==> config.mk <==
export PLATFORM = sky130hd
export DESIGN_NAME = comparator_output_set_update_flat
export DESIGN_NICKNAME = d
export VERILOG_FILES = /design/src/hw/rtl/cosu_pkg.sv /design/src/hw/rtl/cosu_if.sv /design/src/hw/rtl/cosu_front.sv /design/src/hw/rtl/cosu_cell.sv /design/src/hw/rtl/comparator_output_set_update.sv /design/src/flat_wrapper.sv
export VERILOG_INCLUDE_DIRS = /design/src /design/src/hw/rtl
export SDC_FILE = /design/constraint.sdc
export NUM_CORES = 1
export LEC_CHECK = 0
export CELL_PAD_IN_SITES_DETAIL_PLACEMENT = 0
export CELL_PAD_IN_SITES_GLOBAL_PLACEMENT = 2
export CORE_ASPECT_RATIO = 1.4
export CORE_MARGIN = 10
export CORE_UTILIZATION = 30
export CTS_CLUSTER_DIAMETER = 50
export DETAILED_ROUTE_END_ITERATION = 6
export DONT_BUFFER_PORTS = 1
export HOLD_SLACK_MARGIN = 0.02
export PLACE_DENSITY = 0.62
export SETUP_SLACK_MARGIN = 0.02
export SLEW_MARGIN = 20
export SYNTH_ARGS = -nofsm -noshare
export SYNTH_HDL_FRONTEND = slang
export SYNTH_HIERARCHICAL = 1
export SYNTH_SLANG_ARGS = --single-unit
==> constraint.sdc <==
create_clock -name clk -period 3.3 [get_ports clk]
set_input_delay 0 -clock clk [delete_from_list [all_inputs] [get_ports clk]]
set_output_delay 0 -clock clk [all_outputs]
set_load 0.05 [all_outputs]
==> src/hw/rtl/comparator_output_set_update_defines.svh <==
// Assertion macros shared by the RTL files.
`ifndef COMPARATOR_OUTPUT_SET_UPDATE_DEFINES_SVH
`define COMPARATOR_OUTPUT_SET_UPDATE_DEFINES_SVH

`ifndef ASSERT_OFF
// prop must hold at every clock edge outside reset
`define COSU_ASSERT(label, clk, rst_n, prop) \
	label: assert property (@(posedge clk) disable iff (!(rst_n)) (prop)) \
		else $error("assertion failed");
// cond must never be true outside reset
`define COSU_ASSERT_NEVER(label, clk, rst_n, cond) \
	label: assert property (@(posedge clk) disable iff (!(rst_n)) !(cond)) \
		else $error("forbidden condition seen");
`else
`define COSU_ASSERT(label, clk, rst_n, prop)
`define COSU_ASSERT_NEVER(label, clk, rst_n, cond)
`endif

`endif

==> src/hw/rtl/cosu_pkg.sv <==
package cosu_pkg;

	localparam int CHANNELS   = 8;
	localparam int VEC_W      = 8;
	localparam int CH_W       = 3;
	localparam int CFG_IDX_W  = 1;
	localparam int CFG_W      = 3;
	// bitmap is split over cells by the upper bits of the mapped vector
	localparam int CELL_SEL_W = 4;
	localparam int CELLS      = 1 << CELL_SEL_W;
	localparam int SLOT_W     = VEC_W - CELL_SEL_W;
	localparam int CELL_BITS  = 1 << SLOT_W;

	typedef logic [VEC_W-1:0]      vec_t;
	typedef logic [CH_W-1:0]       ch_t;
	typedef logic [CELL_SEL_W-1:0] cell_sel_t;
	typedef logic [SLOT_W-1:0]     slot_t;

	typedef enum logic [CFG_IDX_W-1:0] {
		REG_UPPER = 1'b0,
		REG_LOWER = 1'b1
	} cfg_reg_t;

	typedef struct packed {
		ch_t upper;
		ch_t lower;
	} cfg_t;

	// one item as it travels down the cell row
	typedef struct packed {
		logic valid;
		vec_t vec;
		logic last;
		logic changed;
		logic first;
	} token_t;

endpackage

==> src/hw/rtl/cosu_if.sv <==
interface cosu_in_if;
	logic          valid;
	logic          ready;
	cosu_pkg::vec_t vector_in;
	logic          class_last;

	modport source (output valid, output vector_in, output class_last, input ready);
	modport sink (input valid, input vector_in, input class_last, output ready);
endinterface

interface cosu_out_if;
	logic          valid;
	logic          ready;
	cosu_pkg::vec_t vector_out;
	logic          first_seen;
	logic          end_of_class;
	logic          class_changed;

	modport source (output valid, output vector_out, output first_seen,
		output end_of_class, output class_changed, input ready);
	modport sink (input valid, input vector_out, input first_seen,
		input end_of_class, input class_changed, output ready);
endinterface

==> src/hw/rtl/cosu_front.sv <==
`include "comparator_output_set_update_defines.svh"

module cosu_front (
	input  logic             clk,
	input  logic             arst_n,
	input  logic             advance,
	input  logic             in_valid,
	input  cosu_pkg::vec_t   vector_in,
	input  logic             class_last,
	input  cosu_pkg::cfg_t   cfg,
	output cosu_pkg::token_t tok_out
);
	import cosu_pkg::*;

	ch_t    hi;
	ch_t    lo;
	logic   pass;
	logic   swap;
	vec_t   mapped;
	logic   altered;
	logic   any_altered_q;
	token_t tok_q;

	always_comb begin
		if (cfg.upper < cfg.lower) begin
			hi = cfg.lower;
			lo = cfg.upper;
		end else begin
			hi = cfg.upper;
			lo = cfg.lower;
		end
		pass    = (hi == lo) || (int'(hi) >= CHANNELS);
		swap    = !pass && vector_in[hi] && !vector_in[lo];
		mapped  = swap ? (vector_in ^ ((vec_t'(1) << hi) | (vec_t'(1) << lo))) : vector_in;
		altered = (mapped != vector_in);
	end

	always_ff @(posedge clk or negedge arst_n) begin
		if (!arst_n) begin
			tok_q         <= '0;
			any_altered_q <= 1'b0;
		end else if (advance) begin
			tok_q.valid   <= in_valid;
			tok_q.vec     <= mapped;
			tok_q.last    <= class_last;
			tok_q.changed <= class_last && (any_altered_q || altered);
			tok_q.first   <= 1'b0;
			if (in_valid) begin
				any_altered_q <= class_last ? 1'b0 : (any_altered_q || altered);
			end
		end
	end

	assign tok_out = tok_q;

	// the class flag only rides on the last item of a class
	`COSU_ASSERT_NEVER(a_changed_only_on_last, clk, arst_n,
		tok_q.valid && tok_q.changed && !tok_q.last)

endmodule

==> src/hw/rtl/cosu_cell.sv <==
`include "comparator_output_set_update_defines.svh"

module cosu_cell (
	input  logic                clk,
	input  logic                arst_n,
	input  logic                advance,
	input  cosu_pkg::cell_sel_t cell_id,
	input  cosu_pkg::token_t    tok_in,
	output cosu_pkg::token_t    tok_out
);
	import cosu_pkg::*;

	logic [CELL_BITS-1:0] bits_q;
	token_t               tok_q;
	token_t               tok_nx;
	logic                 hit;
	slot_t                slot;

	assign slot = tok_in.vec[SLOT_W-1:0];
	assign hit  = tok_in.valid && (tok_in.vec[VEC_W-1:SLOT_W] == cell_id);

	always_comb begin
		tok_nx = tok_in;
		if (hit) begin
			tok_nx.first = !bits_q[slot];
		end
	end

	always_ff @(posedge clk or negedge arst_n) begin
		if (!arst_n) begin
			tok_q  <= '0;
			bits_q <= '0;
		end else if (advance) begin
			tok_q <= tok_nx;
			// lookup above uses the old slice, then the class is wiped
			if (tok_in.valid && tok_in.last) begin
				bits_q <= '0;
			end else if (hit) begin
				bits_q[slot] <= 1'b1;
			end
		end
	end

	assign tok_out = tok_q;

	`COSU_ASSERT(a_cleared_after_class, clk, arst_n,
		advance && tok_in.valid && tok_in.last |=> bits_q == '0)
	`COSU_ASSERT(a_hit_marks_slot, clk, arst_n,
		advance && hit && !tok_in.last |=> bits_q[$past(slot)] && !tok_q.first == $past(bits_q[slot]))

endmodule

==> src/hw/rtl/comparator_output_set_update.sv <==
// Comparator apply and output-set update for one weight class of binary vectors.
// items   : vector_in and class_last, transferred when valid and ready are high.
// results : vector_out, first_seen, end_of_class, class_changed, one per item,
//           transferred when valid and ready are high.
// cfg     : cfg_we writes cfg_data into register cfg_index (0 upper, 1 lower
//           channel); write only while no item is in flight.
// Each item passes a comparator stage, then a row of 16 cells that each own
// 16 bits of the 256-entry seen bitmap. The comparator stage and then each cell
// register the item in turn before its result is valid; one item is taken per
// cycle when results are taken. A stall on results freezes the whole row, and
// items.ready drops in the same cycle. Each cell clears its slice as the last
// item of a class passes it, so no clearing pass is needed between classes.
// Reset empties the row, clears the bitmap and the altered flag, and sets
// the comparator to channels 1 and 0.
module comparator_output_set_update (
	input  logic                         clk,
	input  logic                         arst_n,
	input  logic                         cfg_we,
	input  logic [cosu_pkg::CFG_IDX_W-1:0] cfg_index,
	input  logic [cosu_pkg::CFG_W-1:0]     cfg_data,
	cosu_in_if.sink                      items,
	cosu_out_if.source                   results
);
	import cosu_pkg::*;

	cfg_t   cfg_q;
	logic   advance;
	token_t chain [CELLS+1];

	always_ff @(posedge clk or negedge arst_n) begin
		if (!arst_n) begin
			cfg_q.upper <= ch_t'(1);
			cfg_q.lower <= ch_t'(0);
		end else if (cfg_we) begin
			case (cfg_reg_t'(cfg_index))
				REG_UPPER: cfg_q.upper <= cfg_data[CH_W-1:0];
				REG_LOWER: cfg_q.lower <= cfg_data[CH_W-1:0];
				default: ;
			endcase
		end
	end

	assign advance     = !chain[CELLS].valid || results.ready;
	assign items.ready = advance;

	cosu_front u_front (
		.clk       (clk),
		.arst_n    (arst_n),
		.advance   (advance),
		.in_valid  (items.valid),
		.vector_in (items.vector_in),
		.class_last(items.class_last),
		.cfg       (cfg_q),
		.tok_out   (chain[0])
	);

	for (genvar g = 0; g < CELLS; g++) begin : g_cell
		cosu_cell u_cell (
			.clk    (clk),
			.arst_n (arst_n),
			.advance(advance),
			.cell_id(cell_sel_t'(g)),
			.tok_in (chain[g]),
			.tok_out(chain[g+1])
		);
	end

	assign results.valid         = chain[CELLS].valid;
	assign results.vector_out    = chain[CELLS].vec;
	assign results.first_seen    = chain[CELLS].first;
	assign results.end_of_class  = chain[CELLS].last;
	assign results.class_changed = chain[CELLS].changed;

endmodule
==> src/flat_wrapper.sv <==
// flat-port wrapper written by rule: the top's interface ports become plain ports
module comparator_output_set_update_flat import cosu_pkg::*;
  (clk, arst_n, cfg_we, cfg_index, cfg_data, items_valid, items_vector_in, items_class_last, items_ready, results_valid, results_vector_out, results_first_seen, results_end_of_class, results_class_changed, results_ready);
  cosu_in_if items_i ();
  cosu_out_if results_i ();
  input  logic clk;
  input  logic arst_n;
  input  logic cfg_we;
  input  logic [cosu_pkg::CFG_IDX_W-1:0] cfg_index;
  input  logic [cosu_pkg::CFG_W-1:0] cfg_data;
  input wire logic [$bits(items_i.valid)-1:0] items_valid;
  input wire logic [$bits(items_i.vector_in)-1:0] items_vector_in;
  input wire logic [$bits(items_i.class_last)-1:0] items_class_last;
  output wire logic [$bits(items_i.ready)-1:0] items_ready;
  output wire logic [$bits(results_i.valid)-1:0] results_valid;
  output wire logic [$bits(results_i.vector_out)-1:0] results_vector_out;
  output wire logic [$bits(results_i.first_seen)-1:0] results_first_seen;
  output wire logic [$bits(results_i.end_of_class)-1:0] results_end_of_class;
  output wire logic [$bits(results_i.class_changed)-1:0] results_class_changed;
  input wire logic [$bits(results_i.ready)-1:0] results_ready;
  assign items_i.valid = items_valid;
  assign items_i.vector_in = items_vector_in;
  assign items_i.class_last = items_class_last;
  assign items_ready = items_i.ready;
  assign results_valid = results_i.valid;
  assign results_vector_out = results_i.vector_out;
  assign results_first_seen = results_i.first_seen;
  assign results_end_of_class = results_i.end_of_class;
  assign results_class_changed = results_i.class_changed;
  assign results_i.ready = results_ready;
  comparator_output_set_update u_core (.clk(clk), .arst_n(arst_n), .cfg_we(cfg_we), .cfg_index(cfg_index), .cfg_data(cfg_data), .items(items_i), .results(results_i));
endmodule
-- After elaboration in Yosys (flattened, before gate mapping)
Cells that the tools add are included.
- flip-flop bits (word level): 466
- latch bits: 0
- RAM bits: 0
- bits in read-only memories: 0
- input port bits: 18
- output and inout bits: 13
- word-level logic and storage cells: 404
- memories kept: 0
- $add $sub $neg: 0
- multipliers: 0
- div/mod/pow operators: 0
- magnitude comparators: 35
- equality and inequality tests: 17
- shifts and indexed selects: 2
- mux-type cells: 120
- bitwise gates (word level): 19
- reduce and logical (&&, ||, !) cells: 108
- operators by type and width (cell ; number):
    16-bit two-way mux ; 32
    16-bit bitwise OR ; 16
    4-bit by 5-bit less-than comparator with 1-bit output, second input constant ; 16
    1-bit binary-select mux with 4-bit select ; 16
    1-bit demux with 4-bit select ; 16
    4-bit by 1-bit >= comparator with 1-bit output, second input constant ; 16
    1-bit logical AND ; 51
    1-bit two-way mux ; 51
    2-bit AND reduction ; 19
    4-bit equality test, second input constant ; 8
    2-bit nonzero test ; 16
    1-bit zero test ; 19
    4-bit by 3-bit equality test with 1-bit output, second input constant ; 4
    1-bit by 3-bit left shift with 8-bit output, first input constant ; 2
    4-bit by 2-bit equality test with 1-bit output, second input constant ; 2
    3-bit by 4-bit less-than comparator with 1-bit output, second input constant ; 2
    8-bit two-way mux ; 1
    8-bit inequality test ; 1
    8-bit bitwise OR ; 1
    8-bit XOR ; 1
    1-bit binary-select mux with 3-bit select ; 2
    3-bit two-way mux ; 2
    4-bit by 1-bit equality test with 1-bit output, second input constant ; 1
    4-bit zero test ; 1
    4 further kinds ; 5

-- Longest topological paths before layout
- depth after elaboration: 10
- gate-level depth with buffers: 11
- mapped depth without buffers: 8

-- Hierarchy
The synthesis kept the hierarchy.
- modules (own cells, without submodules) (module ; instances ; cells an instance ; area an instance (µm²) ; sequential area each (µm²)):
    cosu_cell ; 16 ; 110 ; 1315.0 ; 700.7
    cosu_front ; 1 ; 132 ; 1216.2 ; 300.3
    comparator_output_set_update ; 1 ; 17 ; 252.7 ; 151.4

-- Worst setup path after synthesis
No wires, ideal clock.
- kind: reg2reg
- from: reg u_core/cfg_q[3] (netlist bit)
- to: reg u_core.u_front.tok_q (netlist bit u_core/u_front/tok_out[10])
- library setup time: 0.082 ns
- data arrival time: 2.697 ns
- data required time: 3.218 ns
- slack: 0.521 ns
- stages on the path, launching flop included: 11
- path buffers: 2
- period minus slack after synthesis: 2.779 ns
- cell sequence: dfstp_2 -> clkbuf_1 -> inv_1 -> ha_1 -> nor3b_4 -> or3_1 -> buf_6 -> mux2_4 -> o32a_2 -> or4_1 -> a31oi_1
- longest elaborated chain between the ends: 7
- elaborated cells between the ends (all ways): 17
- classes of those cells: order compare: 1; eq/ne: 1; shift: 2; mux: 7; bitwise: 2; reduce/logical: 4
- ends and longest elaborated chain (element ; RTL line ; source):
    from (decl) ; comparator_output_set_update.sv:26 ; cfg_t cfg_q;
    3-bit less-than comparator ; cosu_front.sv:25 ; if (cfg.upper < cfg.lower) begin
    3-bit two-way mux ; cosu_front.sv:25 ;
    1-bit binary-select mux with 3-bit select or 3-bit equality test (tied branches) ; cosu_front.sv:33, cosu_front.sv:32 ;
    1-bit two-way mux (not written as such) or 1-bit zero test (tied branches) ; cosu_front.sv:33 ; swap = !pass && vector_in[hi] && !vector_in[lo];
    1-bit logical AND or 1-bit zero test (tied branches) ; cosu_front.sv:33 ;
    1-bit logical AND ; cosu_front.sv:33 ;
    8-bit two-way mux (*) ; cosu_front.sv:34 ; mapped = swap ? (vector_in ^ ((vec_t'(1) << hi) | (vec_t'(1) << lo))) : vector_in;
    to (decl) ; cosu_front.sv:22 ; token_t tok_q;
Mark *: on every way between the ends. The rest lies on a longest branch, timed or not. The select of a mux whose other input is x is not followed.
A chain may end at the register's enable or synchronous reset.

-- Worst setup path after layout
- from: reg u_core/cfg_q[3] (netlist bit)
- to: reg u_core.u_front.tok_q (netlist bit u_core/u_front/tok_out[4])
Same word-level chain as after synthesis.

==> flow_summary.toml <==
[routing]
ant_nets = 0
wl_met1_um = 22100
wl_met2_um = 27200
drtIter0Drc = 780
routed_wl_um = 51900
num_vias = 15000
drt_pass1_iterations = 5
top_layer = "met4"
drc = 0
route.met3.wl_um = 1570
wire_per_inst_um = 17.4
vias_per_cell = 5.04

[yosys]
synth_top_family_by_area = "compound AO/OA/AOI/OAI gates"
synthMuxAreaShare = 0.139
synthXorXnorAreaFrac = 0.0249
synth_compound_area_frac = 0.144
synth_seq_cells = 466
yosysWarnings = 6
synth_area_um2 = 22500
async_flop_share = 1.00
synth.avg_cell_area_um2 = 11.8
yosysTopAreaCell = "dfrtp_1"
yosys.area_share.adder = 0.00278
yosys_most_used_dff = "dfrtp_1"
synth_area_leaders = "dfrtp_1 (52%), mux2_2 (9.1%), a22o_1 (3.7%)"
yosys.area_share.simple = 0.141
synthCells = 1909
synth-edff-count = 0
synthDistinctLibCells = 61
yosys.area.top_type_share = 0.517
seq_area_frac_synth = 0.518

[die]
die_area_um2 = 86500
io_pins = 31
chipWidth_um = 252
row_count = 118
fp.coreArea_um2 = 74300
initial_core_util = 0.303
die_height_um = 344

[clocking]
cts_tree = "done"
clk_path_buf_depth = 3
numCtsBuffers = 58
cts-root-buf = "clkbuf_16"
clk_latency_ns = 0.62
clk_pin_slew_ns = 0.05
ctsResizeCount = 0
clock_sinks = 466
h-tree-depth = 2
post-cts-setup-buffer-count = 0
postCtsHoldBufs = 19

[timing]
tightest_slew_ns = 0.857
fin_crit_ns = 2.93
slew_headroom = 0.429
fin_worst_skew_ns = 0.0211
finalHoldViolations = 0
setup_viol = 0
worst_slack_ns = 0.369
fmax_mhz = 341
finalSetupTns_ns = 0
rsz0062_at_grt = "false"
slew_viol_final = 0
fin_crit_sh = 0.888

[placement]
routabilityCongestion = 0.789
port-buffer-count = 0
dpl.hpwl_um = 32700
dp_slack_ns = 0.368

[layout]
drive_gt1_frac = 0.229
nFillCells = 7348
area_growth_pct = 15.9
postLayoutCoreUtil = 0.351
antenna_cells = 0
nets = 1993

[power_and_ir_drop]
power.static_leakage_nw = 11.1
ir_drop_mv = 0.614
power_density_nw_per_um2 = 879
power_mw = 22.9

[worst_setup_path]
worst-path-buf-inv = 1
reg2reg_slack_ns = 0.37
critical_path_arrival_ns = 3.46
critPathMaxStageDelay_ns = 0.60
path_class = "flop to flop"
critPathLaunch = "u_core/cfg_q[3]$_DFFE_PN1P_"
critPathLaunchType = "flop"
worstPathRequired_ns = 3.83
endpoint_kind = "flop"
worstPathMaxFanout = 18
slowest_stage = "dfstp_2"
crit_chain = "inv_1 > ha_1 > nor3b_4 > or3_1 > mux2_4 > o32a_2 > or4_1 > a31oi_1"
path_delay_family = "simple AND/OR/NAND/NOR gates"
r2r-start = "u_core/cfg_q[3]$_DFFE_PN1P_"

[job]
cap_violations = 0

[global_route]
grt_overflow = 0
grt_usage = 0.119
grt_pass1_wl_um = 85800
first_global_vias = 15500
grt_max_degree = 467
antenna_found_initial = 0

[hold_path]
hp-class = "input port to flop"
min-delay-start = "cfg_data[0]"

[status]
run_status = "finished clean"
## path summary, 6_finish.rpt
check,endpoint,cells after the start
worst max-delay path,u_core/u_front/tok_out[4]$_DFFE_PN0P_,8
worst min-delay path,u_core/cfg_q[3]$_DFFE_PN1P_,2
worst max register to register,u_core/u_front/tok_out[4]$_DFFE_PN0P_,8
worst min register to register,u_core/g_cell[4].u_cell/bits_q[13]$_DFFE_PN0P_,2
max in group asynchronous,u_core/g_cell[0].u_cell/bits_q[8]$_DFFE_PN0P_,5
min in group asynchronous,u_core/g_cell[11].u_cell/bits_q[8]$_DFFE_PN0P_,4
## placed cells by master, fill, tap and decap left out, types with 17 or more instances in the layout
| cell type | netlist | layout |
|---|---|---|
| a31oi_1 | 24 | 24 |
| a22o_1 | 96 | 96 |
| o21ai_1 | 48 | 48 |
| a2111oi_0 | 48 | 48 |
| dfrtp_1 | 465 | 465 |
| nand2b_1 | 33 | 32 |
| a32o_1 | 32 | 32 |
| o21ai_0 | 50 | 50 |
| dlygate4sd3_1 | 0 | 21 |
| nor2b_1 | 82 | 82 |
| conb_1 | 3 | 65 |
| nor3_2 | 17 | 17 |
| mux4_2 | 17 | 17 |
| buf_4 | 1 | 33 |
| o31ai_2 | 32 | 32 |
| nor2_1 | 59 | 59 |
| nand3_1 | 49 | 49 |
| mux2i_1 | 65 | 65 |
| xor2_1 | 48 | 48 |
| mux2_2 | 181 | 181 |
| clkbuf_16 | 0 | 59 |
| inv_1 | 39 | 39 |
| or4_4 | 32 | 32 |
| nand2_1 | 182 | 182 |
## synth_stat cells (all sizes together), types with 37 or more instances
library cell and n:
clkbuf 85, mux2 185, or4 40, dfrtp 465, nor2 59, mux2i 65, nand2 183, xor2 48
nand3 65, a22o 96, inv 39, nor2b 83, a2111oi 48, o21ai 98, buf 37, o31ai 40
## registers in the layout, indices dropped and copies added, names as in the netlist
signal                        count
u_core/g_cell.u_cell/bits_q     256
u_core/g_cell.u_cell/tok_out    192
u_core/u_front/tok_out           11
u_core/cfg_q                      6
u_core/u_front/any_altered_q      1
## power breakdown
part           internal [mW]  total (mW)  switching (mW)
Clock                   4.06        6.65            2.60
Combinational           3.06        5.98            2.93
Sequential              7.19        10.3            3.10
## metal layers
layer	vias to the layer above	GRT usage
met1	7611	0.143
met5	-	0
met3	85	0.0208
li1	7146	-
met2	166	0.215
met4	0	0.0338
## through the flow
step / instance area (um2) / hold slack (ns) / cells
floorplan: 22700 / -0.296 / 1971
finish: 26100 / 0.112 / 2980
CTS: 25900 / -0.884 / 2973
global placement: 23700 / -0.226 / 2844
global route: 26100 / 0.0979 / 2980
detailed placement: 23700 / -0.225 / 2844
## layout make-up
cell class	instances	area, um2	area share
Clock buffer	78	1640	0.0628
Clock inverter	32	407	0.0156
Inverter	39	146	0.00561
Multi-Input combinational cell	1344	10400	0.399
Sequential cell	466	11700	0.447
Tap cell	960	1200	0.0460
Timing Repair Buffer	61	621	0.0238
## cells by family after synthesis
family | count (synthesis)
and+or+nand+nor | 538
DFF | 466
AOI/OAI and AO/OA | 405
muxes | 267
buffers and inverters | 161
xor gates and xnor gates | 64
adders and majority gates | 5
other | 3
Power figures use the tool's default switching activity.
